### src/rtl/core/tla_pkg.sv
// ----------------------------------------------------------------------------
// tla_pkg
// Shared widths and the segment command type for the tour length accumulator.
// ----------------------------------------------------------------------------
package tla_pkg;

    localparam int COORD_BITS = 16;                 // coordinate width, 8..24
    localparam int SQ_BITS    = 2 * COORD_BITS + 1; // dx*dx + dy*dy
    localparam int ROOT_BITS  = COORD_BITS + 1;     // floor sqrt of SQ_BITS
    localparam int VAL_BITS   = 2 * ROOT_BITS;      // radicand padded to digit pairs
    localparam int REM_BITS   = ROOT_BITS + 2;      // partial remainder
    localparam int CNT_BITS   = $clog2(ROOT_BITS);
    localparam int SUM_BITS   = 32;

    localparam int QDEPTH     = 4;
    localparam int QPTR_BITS  = $clog2(QDEPTH);
    localparam int QCNT_BITS  = $clog2(QDEPTH + 1);

    typedef struct packed {
        logic                  has_seg;  // add a segment before closing
        logic                  last;     // close the route after this command
        logic [COORD_BITS-1:0] dx;
        logic [COORD_BITS-1:0] dy;
    } t_seg_cmd;

endpackage

### src/rtl/core/tla_front.sv
// ----------------------------------------------------------------------------
// tla_front
// Accepts route points, keeps the previous point, forms |dx| and |dy|.
// ----------------------------------------------------------------------------
module tla_front
    import tla_pkg::*;
(
    input  logic                  i_clk,
    input  logic                  i_rst_n,
    input  logic                  i_push,
    input  logic [COORD_BITS-1:0] i_x_coord,
    input  logic [COORD_BITS-1:0] i_y_coord,
    input  logic                  i_last_point,
    input  logic                  i_q_full,
    output logic                  o_full,
    output logic                  o_cmd_push,
    output t_seg_cmd              o_cmd
);

    logic                  r_have_prev;
    logic [COORD_BITS-1:0] r_prev_x;
    logic [COORD_BITS-1:0] r_prev_y;
    logic                  w_accept;

    assign o_full   = i_q_full;
    assign w_accept = i_push && !i_q_full;

    always_comb begin
        o_cmd.has_seg = r_have_prev;
        o_cmd.last    = i_last_point;
        o_cmd.dx      = (i_x_coord >= r_prev_x) ? (i_x_coord - r_prev_x)
                                                : (r_prev_x - i_x_coord);
        o_cmd.dy      = (i_y_coord >= r_prev_y) ? (i_y_coord - r_prev_y)
                                                : (r_prev_y - i_y_coord);
    end

    // first point of a route that is not also its last needs no work downstream
    assign o_cmd_push = w_accept && (r_have_prev || i_last_point);

    always_ff @(posedge i_clk) begin
        if (!i_rst_n) begin
            r_have_prev <= 1'b0;
        end else if (w_accept) begin
            r_have_prev <= !i_last_point;
        end
    end

    always_ff @(posedge i_clk) begin
        if (w_accept) begin
            r_prev_x <= i_x_coord;
            r_prev_y <= i_y_coord;
        end
    end

endmodule

### src/rtl/core/tla_queue.sv
// ----------------------------------------------------------------------------
// tla_queue
// Short command queue between the front and the back.
// ----------------------------------------------------------------------------
module tla_queue
    import tla_pkg::*;
(
    input  logic     i_clk,
    input  logic     i_rst_n,
    input  logic     i_push,
    input  t_seg_cmd i_data,
    input  logic     i_pop,
    output logic     o_full,
    output logic     o_empty,
    output t_seg_cmd o_data
);

    t_seg_cmd               r_mem [QDEPTH];
    logic [QPTR_BITS-1:0]   r_wr_ptr;
    logic [QPTR_BITS-1:0]   r_rd_ptr;
    logic [QCNT_BITS-1:0]   r_count;
    logic                   w_do_push;
    logic                   w_do_pop;

    assign o_full    = (r_count == QCNT_BITS'(QDEPTH));
    assign o_empty   = (r_count == '0);
    assign o_data    = r_mem[r_rd_ptr];
    assign w_do_push = i_push && !o_full;
    assign w_do_pop  = i_pop && !o_empty;

    always_ff @(posedge i_clk) begin
        if (!i_rst_n) begin
            r_wr_ptr <= '0;
            r_rd_ptr <= '0;
            r_count  <= '0;
        end else begin
            if (w_do_push) begin
                r_wr_ptr <= r_wr_ptr + 1'b1;
            end
            if (w_do_pop) begin
                r_rd_ptr <= r_rd_ptr + 1'b1;
            end
            if (w_do_push && !w_do_pop) begin
                r_count <= r_count + 1'b1;
            end else if (w_do_pop && !w_do_push) begin
                r_count <= r_count - 1'b1;
            end
        end
    end

    always_ff @(posedge i_clk) begin
        if (w_do_push) begin
            r_mem[r_wr_ptr] <= i_data;
        end
    end

    a_count_bound: assert property (@(posedge i_clk) disable iff (!i_rst_n)
        r_count <= QCNT_BITS'(QDEPTH))
        else $error("queue count beyond depth");

    a_push_visible: assert property (@(posedge i_clk) disable iff (!i_rst_n)
        (w_do_push && !w_do_pop) |=> !o_empty)
        else $error("pushed entry not visible");

endmodule

### src/rtl/core/tla_back.sv
// ----------------------------------------------------------------------------
// tla_back
// Squares, restoring floor square root, saturating sum and result register.
// ----------------------------------------------------------------------------
module tla_back
    import tla_pkg::*;
(
    input  logic                i_clk,
    input  logic                i_rst_n,
    input  logic                i_cmd_valid,
    input  t_seg_cmd            i_cmd,
    output logic                o_cmd_pop,
    input  logic                i_pop,
    output logic                o_empty,
    output logic [SUM_BITS-1:0] o_route_length
);

    localparam logic [2:0] ST_IDLE = 3'd0;
    localparam logic [2:0] ST_MUL  = 3'd1;
    localparam logic [2:0] ST_ADD  = 3'd2;
    localparam logic [2:0] ST_ROOT = 3'd3;
    localparam logic [2:0] ST_ACC  = 3'd4;

    logic [2:0]                r_state;
    logic                      r_last;
    logic [COORD_BITS-1:0]     r_dx;
    logic [COORD_BITS-1:0]     r_dy;
    logic [2*COORD_BITS-1:0]   r_sqx;
    logic [2*COORD_BITS-1:0]   r_sqy;
    logic [VAL_BITS-1:0]       r_val;
    logic [REM_BITS-1:0]       r_rem;
    logic [ROOT_BITS-1:0]      r_root;
    logic [CNT_BITS-1:0]       r_cnt;
    logic [ROOT_BITS-1:0]      r_seg;
    logic [SUM_BITS-1:0]       r_sum;
    logic [SUM_BITS-1:0]       r_res;
    logic                      r_res_valid;

    logic [REM_BITS-1:0]       n_rem_shift;
    logic [REM_BITS-1:0]       n_trial;
    logic                      n_fits;
    logic [REM_BITS-1:0]       n_rem;
    logic [ROOT_BITS-1:0]      n_root;
    logic [SUM_BITS:0]         n_wide_sum;
    logic [SUM_BITS-1:0]       n_sum;

    // one result digit per cycle
    always_comb begin
        n_rem_shift = {r_rem[REM_BITS-3:0], r_val[VAL_BITS-1 -: 2]};
        n_trial     = {r_root[REM_BITS-3:0], 2'b01};
        n_fits      = (n_rem_shift >= n_trial);
        n_rem       = n_fits ? (n_rem_shift - n_trial) : n_rem_shift;
        n_root      = {r_root[ROOT_BITS-2:0], n_fits};
    end

    always_comb begin
        n_wide_sum = {1'b0, r_sum} + (SUM_BITS+1)'(r_seg);
        n_sum      = n_wide_sum[SUM_BITS] ? {SUM_BITS{1'b1}} : n_wide_sum[SUM_BITS-1:0];
    end

    assign o_cmd_pop      = (r_state == ST_IDLE) && i_cmd_valid;
    assign o_empty        = !r_res_valid;
    assign o_route_length = r_res;

    always_ff @(posedge i_clk) begin
        if (!i_rst_n) begin
            r_state     <= ST_IDLE;
            r_sum       <= '0;
            r_res_valid <= 1'b0;
        end else begin
            if (r_res_valid && i_pop) begin
                r_res_valid <= 1'b0;
            end
            case (r_state)
                ST_IDLE: begin
                    if (i_cmd_valid) begin
                        r_state <= i_cmd.has_seg ? ST_MUL : ST_ACC;
                    end
                end
                ST_MUL:  r_state <= ST_ADD;
                ST_ADD:  r_state <= ST_ROOT;
                ST_ROOT: begin
                    if (r_cnt == '0) begin
                        r_state <= ST_ACC;
                    end
                end
                ST_ACC: begin
                    if (!r_last) begin
                        r_sum   <= n_sum;
                        r_state <= ST_IDLE;
                    end else if (!r_res_valid) begin
                        r_res_valid <= 1'b1;
                        r_sum       <= '0;
                        r_state     <= ST_IDLE;
                    end
                end
                default: r_state <= ST_IDLE;
            endcase
        end
    end

    // datapath registers
    always_ff @(posedge i_clk) begin
        case (r_state)
            ST_IDLE: begin
                if (i_cmd_valid) begin
                    r_last <= i_cmd.last;
                    r_dx   <= i_cmd.dx;
                    r_dy   <= i_cmd.dy;
                    r_seg  <= '0;
                end
            end
            ST_MUL: begin
                r_sqx <= r_dx * r_dx;
                r_sqy <= r_dy * r_dy;
            end
            ST_ADD: begin
                r_val  <= VAL_BITS'({1'b0, r_sqx} + {1'b0, r_sqy});
                r_rem  <= '0;
                r_root <= '0;
                r_cnt  <= CNT_BITS'(ROOT_BITS - 1);
            end
            ST_ROOT: begin
                r_val  <= {r_val[VAL_BITS-3:0], 2'b00};
                r_rem  <= n_rem;
                r_root <= n_root;
                r_cnt  <= r_cnt - 1'b1;
                if (r_cnt == '0) begin
                    r_seg <= n_root;
                end
            end
            ST_ACC: begin
                if (r_last && !r_res_valid) begin
                    r_res <= n_sum;
                end
            end
            default: ;
        endcase
    end

    a_result_held: assert property (@(posedge i_clk) disable iff (!i_rst_n)
        (r_res_valid && !i_pop) |=> (r_res_valid && $stable(r_res)))
        else $error("waiting result lost or changed");

    a_route_close: assert property (@(posedge i_clk) disable iff (!i_rst_n)
        (r_state == ST_ACC && r_last && !r_res_valid)
        |=> (r_res_valid && r_sum == '0 && r_state == ST_IDLE))
        else $error("route close did not post result and clear sum");

endmodule

### src/rtl/core/tour_length_accumulator_top.sv
// ----------------------------------------------------------------------------
// tour_length_accumulator_top
// Euclidean tour length: sums floor distances between consecutive points.
// ----------------------------------------------------------------------------
// Usage
//   Input queue side: drive i_x_coord, i_y_coord, i_last_point with push high;
//   a transfer happens on a rising edge with push high and full low.
//   Result queue side: while empty is low, o_route_length holds the total of
//   the oldest finished route; a transfer happens on an edge with pop high
//   and empty low. One result per route, posted after the point marked last.
// Timing
//   The first point of a route only loads the previous-point registers.
//   Every later point passes through the back end in order: issue, the two
//   squares, their sum, the restoring square root (one root bit per cycle)
//   and the accumulate step; the next command is taken only after that.
//   The root iteration sets the sustained rate. A four-entry command queue
//   lets the front keep accepting points while the back end works.
//   A single-point route goes from issue straight to the accumulate step.
// Reset and stall
//   Synchronous active-low reset empties the queue, drops any route in
//   progress and any waiting result. If the receiver stalls, the finished
//   total waits in the result register; the next route keeps accumulating
//   and only its close waits. full rises once the queue fills behind it.
// ----------------------------------------------------------------------------
module tour_length_accumulator_top
    import tla_pkg::*;
(
    input  logic                  i_clk,
    input  logic                  i_rst_n,
    input  logic                  push,
    output logic                  full,
    input  logic [COORD_BITS-1:0] i_x_coord,
    input  logic [COORD_BITS-1:0] i_y_coord,
    input  logic                  i_last_point,
    output logic                  empty,
    input  logic                  pop,
    output logic [SUM_BITS-1:0]   o_route_length
);

    logic     w_q_full;
    logic     w_q_empty;
    logic     w_cmd_push;
    logic     w_cmd_pop;
    t_seg_cmd w_cmd_in;
    t_seg_cmd w_cmd_out;

    // front: point intake and deltas
    tla_front u_front (
        .i_clk        (i_clk),
        .i_rst_n      (i_rst_n),
        .i_push       (push),
        .i_x_coord    (i_x_coord),
        .i_y_coord    (i_y_coord),
        .i_last_point (i_last_point),
        .i_q_full     (w_q_full),
        .o_full       (full),
        .o_cmd_push   (w_cmd_push),
        .o_cmd        (w_cmd_in)
    );

    // decoupling queue
    tla_queue u_queue (
        .i_clk   (i_clk),
        .i_rst_n (i_rst_n),
        .i_push  (w_cmd_push),
        .i_data  (w_cmd_in),
        .i_pop   (w_cmd_pop),
        .o_full  (w_q_full),
        .o_empty (w_q_empty),
        .o_data  (w_cmd_out)
    );

    // back: square root and accumulation
    tla_back u_back (
        .i_clk          (i_clk),
        .i_rst_n        (i_rst_n),
        .i_cmd_valid    (!w_q_empty),
        .i_cmd          (w_cmd_out),
        .o_cmd_pop      (w_cmd_pop),
        .i_pop          (pop),
        .o_empty        (empty),
        .o_route_length (o_route_length)
    );

endmodule

### config.mk
export PLATFORM = sky130hd
export DESIGN_NAME = tour_length_accumulator_top
export DESIGN_NICKNAME = d
export VERILOG_FILES = /design/src/rtl/core/tla_pkg.sv /design/src/rtl/core/tla_front.sv /design/src/rtl/core/tla_queue.sv /design/src/rtl/core/tla_back.sv /design/src/rtl/core/tour_length_accumulator_top.sv
export SDC_FILE = /design/constraint.sdc
export NUM_CORES = 2
export LEC_CHECK = 0
export ABC_AREA = 1
export BUFFER_PORTS_ARGS = -buffer_cell sky130_fd_sc_hd__buf_2
export CAP_MARGIN = 15
export CELL_PAD_IN_SITES_DETAIL_PLACEMENT = 1
export CELL_PAD_IN_SITES_GLOBAL_PLACEMENT = 1
export CORE_UTILIZATION = 40
export CTS_BUF_LIST = sky130_fd_sc_hd__clkbuf_16
export CTS_CLUSTER_DIAMETER = 120
export DETAILED_ROUTE_END_ITERATION = 7
export GPL_TIMING_DRIVEN = 0
export HOLD_SLACK_MARGIN = 0.06
export PLACE_DENSITY_LB_ADDON = 0.1
export SYNTH_ARGS = -nofsm -noshare
export SYNTH_HDL_FRONTEND = slang
export SYNTH_SLANG_ARGS = --single-unit
### constraint.sdc
create_clock -name i_clk -period 15.6 [get_ports i_clk]
set_input_delay 0.78 -clock i_clk [delete_from_list [all_inputs] [get_ports i_clk]]
set_output_delay 0.78 -clock i_clk [all_outputs]
set_load 0.05 [all_outputs]
After elaboration in Yosys (flattened, before gate mapping):

Memories as Yosys holds them, arrays and structs flattened. A register that Yosys moved wholly into a read port is not among the register bits.
Index checks and enable logic that the tools add are counted.

* register bits after elaboration: 295
* RAM bits: 136
* input bits: 37
* output and inout port bits: 34
* word-level logic and storage cells: 104
* memories: 1

* add/subtract/negate cells: 12
* multiply operators: 2
* order comparisons: 3
* equal/unequal tests: 9
* multiplexer cells: 29
* bitwise gates (word level): 1
* reduce and logical (&&, ||, !) cells: 27

Memory list
* u_queue.r_mem: depth 4, bits a word 34, rd ports 1, clocked after Yosys merged registers in 1, write ports 1, line tla_queue.sv:18 `t_seg_cmd r_mem [QDEPTH];`

Operators by type and width (number)
* one-hot mux 17 bit (2 select lines): 3
* two-way mux 32 bit: 3
* one-hot mux 34 bit (2 select lines): 1
* multiplier 16 x 16 -> 32 bit: 2
* subtractor 16 bit: 4
* two-way mux 17 bit: 3
* adder 32 x 17 -> 33 bit: 1
* adder 32 x 32 -> 33 bit: 1
* >= comparator 16 bit: 2
* two-way mux 16 bit: 2
* two-way mux 3 bit: 7
* >= comparator 19 bit: 1
* subtractor 17 bit: 1
* one-hot mux 3 bit (5 select lines): 1
* one-hot mux 5 bit (2 select lines): 1
* logical AND 1 bit: 9
* equality test 3 x 2 -> 1 bit, second input constant: 2
* equality test 3 bit, second input constant: 2
* zero test 1 bit: 6
* zero test 3 bit: 2
* two-way mux 1 bit: 6
* AND reduction 2 bit: 3
* AND reduction 3 bit: 2
* nonzero test 2 bit: 3
* other kinds (12): 15

Logic depth before layout (Yosys ltp):

* word-level depth: 9
* mapped depth: 26
* depth with buffers taken out: 24

Hierarchy:

From an unflattened synthesis, not the netlist that was laid out.

* cells, all modules: 4716
* area, all modules: 39984.6 µm²

By module, submodules not included
* tla_back: times used 1, cells each 3444, area each 28889.0 µm², sequential area each 7236.9 µm²
* tla_queue: times used 1, cells each 399, area each 5735.5 µm², sequential area each 4264.1 µm²
* tla_front: times used 1, cells each 872, area each 5356.4 µm², sequential area each 980.9 µm²
* tour_length_accumulator_top: times used 1, cells each 1, area each 3.8 µm², sequential area each 0.0 µm²

Least setup slack after synthesis:

Ideal clock, no wire load.

* kind: reg-to-reg
* start point: register u_back.r_dy[1]
* end point: register u_back.r_sqy[21] (data pin)
* setup time: 265 ps
* arrival: 5204 ps
* required time: 15335 ps
* slack: 10131 ps
* stages on the path, launching flop included: 25
* buffers on the path: 2
* clock period less this slack: 5469 ps
* cells stage by stage: edfxtp_1 -> clkbuf_1 -> clkbuf_1 -> nand2_1 -> inv_1 -> fa_1 -> inv_1 -> fa_1 -> inv_1 -> fa_1 -> inv_1 -> fa_1 -> inv_1 -> fa_1 -> inv_1 -> fa_1 -> inv_1 -> ha_1 -> nand2_1 -> inv_1 -> nand2_1 -> o21ai_0 -> nand2_1 -> o21ai_0 -> xor2_1

* cells in the longest elaborated chain, start to end: 1

Ends and longest elaborated chain
* start, declared: line tla_back.sv:27 `logic [COORD_BITS-1:0] r_dy;`
* start signal, assigned: line tla_back.sv:109 `r_dy <= i_cmd.dy;`
* multiplier 16 x 16 -> 32 bit: line tla_back.sv:115 `r_sqy <= r_dy * r_dy;`
* end signal, assigned: line tla_back.sv:115
* end, declared: line tla_back.sv:29 `logic [2*COORD_BITS-1:0] r_sqy;`

No other way between the ends.
A chain may end at the register's enable or synchronous reset.

Worst setup path after layout:

* start point: register u_back.r_dy[7]
* end point: register u_back.r_sqy[21] (data pin)

The elaborated chain is that of the path after synthesis.

==> qor.csv <==
stage;metric;value;unit
worst_setup_path;worst-path fanout max;10;
synth;Syn Nets;5159;
die;Starting Density;0.405;
hold_path;min-delay src;i_y_coord[15];
die;core area;95200;sq um
detailed_routing;DRC viols;0;
cts;total CTS buffers;51;
worst_setup_path;most frequent CP cell;inv_1;
sta;Worst Tran Pin Value;1.09;ns
die;I/O pins;71;
finish;Syn-to-layout area delta;10.3;%
placement;worst slack, placed;8.69;ns
synth;Synth Register Bits;431;
finish;most frequent cells in the layout;nand2_1, inv_1, edfxtp_1;
cts;Clock Pin Slew Worst Setup and Hold Paths;0.06;ns
sta;# setup viols final;0;
synth;Synth Flop Type;edfxtp_1;
synth;asr flop ratio synth;0;
global_routing;gr usage total;0.220;
synth;largest family of logic cells by synthesized area;adder cells;
sta;Pins Over Slew Limit;0;
synth;Adder-Cell Fraction of Synth Area;0.282;
sta;final setup margin;8.74;ns
worst_setup_path;Worst setup SP type;flip-flop;
detailed_routing;drt pass-1 iters;5;
global_routing;initial antenna violation count;2;
worst_setup_path;Buffers & Inverters on Critical Path;8;
cts;clock sinks;431;
cts;CTS tree;built;
finish;most common cell after layout, fill and taps aside;nand2_1;
worst_setup_path;largest stage delay on the critical path;0.62;ns
cts;Hold-fix buffers, CTS;0;
worst_setup_path;Setup CP Type;flip-flop to flip-flop;
worst_setup_path;Critical R2R Capture;u_back.r_sqy[21];
synth;Synth Area in XOR/XNOR;0.0332;
global_routing;first-pass GRT wire length;170000;microns
worst_setup_path;reg2reg path depth;23;
worst_setup_path;delay-heaviest family, CP;adder cells;
cts;# H-tree levels;2;
global_routing;gr ovfl total;0;
synth;multiplexer area fraction after synthesis;0.000519;
synth;top post-synthesis cells by area;edfxtp_1, fa_1, ha_1;
finish;# diodes;0;
placement;Port Buf Inserts;70;
global_routing;largest net degree at the start of global routing;46;
hold_path;worst hold-check path type;input port to flip-flop;
synth;mapped cell area;38500;sq um
cts;Clock Path Buffers;3;
detailed_routing;antenna violation net count after detailed routing;0;
job;max cap viols;0;
cts;clk_lat worst skew;0.62;ns
sta;min cycle time layout;6.86;ns
finish;fin util;0.447;
synth;compound-gate portion of the synthesized area;0.0820;
sta;fmax;146;MHz
die;Vert. Die Dim;312;microns
cts;Post-CTS Setup Bufs;0;
die;Die ar.;97600;sq um
worst_setup_path;crit path cell chain;clkbuf_1 > clkbuf_1 > nand2_1 > fa_1 > inv_1 > ha_1 > o21bai_1 > fa_1 > inv_1 > fa_1 > inv_1 > fa_1 > inv_1 > fa_1 > inv_1 > ha_1 > nand2_1 > inv_1 > nand2_1 > o21ai_0 > nand2_1 > o21ai_0 > xor2_1;
detailed_routing;Total Wirelength;105000;microns
sta;period utilization;0.440;
worst_setup_path;Arrival @ worst endpoint;7.26;ns
synth;area leader, netlist;edfxtp_1;
synth;Post-Synthesis Cells;4451;
global_routing;vias in the first global route;32300;
synth;sequential fraction of the synthesis area;0.324;
synth;Yosys cell types;56;
worst_setup_path;R2R setup slack;8.74;ns
worst_setup_path;RR Startpoint;u_back.r_dy[7];
synth;yosys warns;0;
sta;setup_tns;0;ns
detailed_routing;drt via density;4.90;
placement;dpl hpwl;86200;microns
die;Core Rows;113;
finish;fill count;11400;
finish;share of layout cells above drive strength 1;0.0661;
synth;Syn Area/Cell;8.66;sq um
detailed_routing;Avg WL per Cell;17.8;microns
cts;Resized cells post-CTS;0;
worst_setup_path;CP endpoint kind;flip-flop;
sta;Slew headroom;0.266;
synth;Simple-Gate Fraction of Synth Area;0.173;
detailed_routing;initial DRC count;1237;
hold_path;hold depth;1;
status;status;complete, no violations;
cts;clock root buffer master;clkbuf_16;
synth;Post-synth EDFFs;385;
detailed_routing;via count;28900;
placement;Routability Congestion;0.865;
finish;nets@finish;5297;
worst_setup_path;Crit-path slowest cell;clkbuf_1;
die;die extent in x;312;microns
hold_path;hold path endpoint;u_front.r_prev_y[15];
sta;RSZ-0062 raised after global routing;false;
sta;worst clock skew;0.0312;ns
sta;endpoints failing hold;0;
worst_setup_path;Crit path required time;15.99;ns
synth;Synth top area share;0.300;
## synthesized netlist by cell type (all sizes together), types with 2 or more instances
cell type  instances
o21ai            206
xor2             101
a31oi             15
ha               341
o21a              12
nor2             325
xnor2             45
a31o               2
or2               15
a221oi             2
inv              925
and2               4
o31ai              2
nand4             33
nand3            138
nor3              43
edfxtp           385
a21boi             5
nor4               2
a21oi            230
a21o              25
mux2i              2
dfxtp             46
o22ai             33
clkbuf            94
o211ai             5
o21bai            22
nand2           1017
nand3b            11
fa               330
buf               30
## routing by layer
metal	vias to the layer above	track usage	wire, microns
met5	-	0	12
met4	2	0.0449	1980
met3	122	0.0195	2560
met2	337	0.418	54700
met1	14200	0.269	45500
li1	14300	-	-
## worst register-to-register path, stage by stage, from the launching register on
cell	delay, ns
edfxtp_1	0.32
clkbuf_1	0.58
clkbuf_1	0.63
nand2_1	0.18
fa_1	0.56
inv_1	0.05
ha_1	0.16
o21bai_1	0.17
fa_1	0.57
inv_1	0.07
fa_1	0.53
inv_1	0.05
fa_1	0.48
inv_1	0.05
fa_1	0.48
inv_1	0.04
ha_1	0.35
nand2_1	0.10
inv_1	0.12
nand2_1	0.06
o21ai_0	0.41
nand2_1	0.14
o21ai_0	0.23
xor2_1	0.33
## per-stage QoR
stage / std cells / hold slack (ns) / instance area [sq um]
after CTS: 5895 / 0.327 / 42500
after detailed placement: 5801 / 0.465 / 40800
after global placement: 5786 / 0.458 / 40500
after global routing: 5895 / 0.343 / 42500
after floorplan: 4451 / 0.424 / 38500
final: 5895 / 0.373 / 42500
## cell type report
type / instances / area (sq um) / area share
Buffer: 124 / 582 / 0.0137
Clock buffer: 53 / 1330 / 0.0312
Clock inverter: 41 / 398 / 0.00936
Inverter: 926 / 3480 / 0.0818
Multi-Input combinational cell: 2970 / 22100 / 0.519
Sequential cell: 431 / 12500 / 0.294
Tap cell: 1265 / 1580 / 0.0372
Timing Repair Buffer: 85 / 614 / 0.0144
## worst max path at each step
stage	start	endpoint	slack, ns	cells after the start
after floorplan	u_back.r_dy[1]	u_back.r_sqy[21]	10.13	24
after global placement	push	u_queue.r_mem[3][12]	8.11	5
after detailed placement	u_back.r_dy[7]	u_back.r_sqy[21]	8.69	23
after CTS	u_back.r_dy[3]	u_back.r_sqy[21]	8.67	23
after global routing	u_back.r_dy[3]	u_back.r_sqy[21]	8.28	23
final	u_back.r_dy[7]	u_back.r_sqy[21]	8.74	23
## registers in the layout, indices dropped and copies added, names as in the netlist, named ones only
signal	cells
u_back.o_route_length	32
u_back.r_dy	16
u_back.r_dx	16
u_front.r_prev_x	16
u_queue.r_mem	136
u_back.r_sum	32
u_back.r_root	17
u_queue.r_wr_ptr	2
u_back.r_rem	17
u_back.r_seg	17
u_back.r_res_valid	1
u_back.r_cnt	5
u_back.r_state	3
u_back.r_sqy	31
u_back.r_val	34
u_queue.r_count	3
u_back.r_last	1
u_front.r_have_prev	1
u_queue.r_rd_ptr	2
u_back.r_sqx	31
u_front.r_prev_y	16
## cells by family after synthesis
| family | Yosys count |
|---|---|
| mux | 2 |
| compound gates | 562 |
| xor+xnor | 146 |
| buf+inv | 1050 |
| simple gates | 1589 |
| flops | 431 |
| fa+ha+maj | 671 |
Power is not shown: default switching activity piles up to over one toggle a cycle in this logic, so the estimate is an artifact.
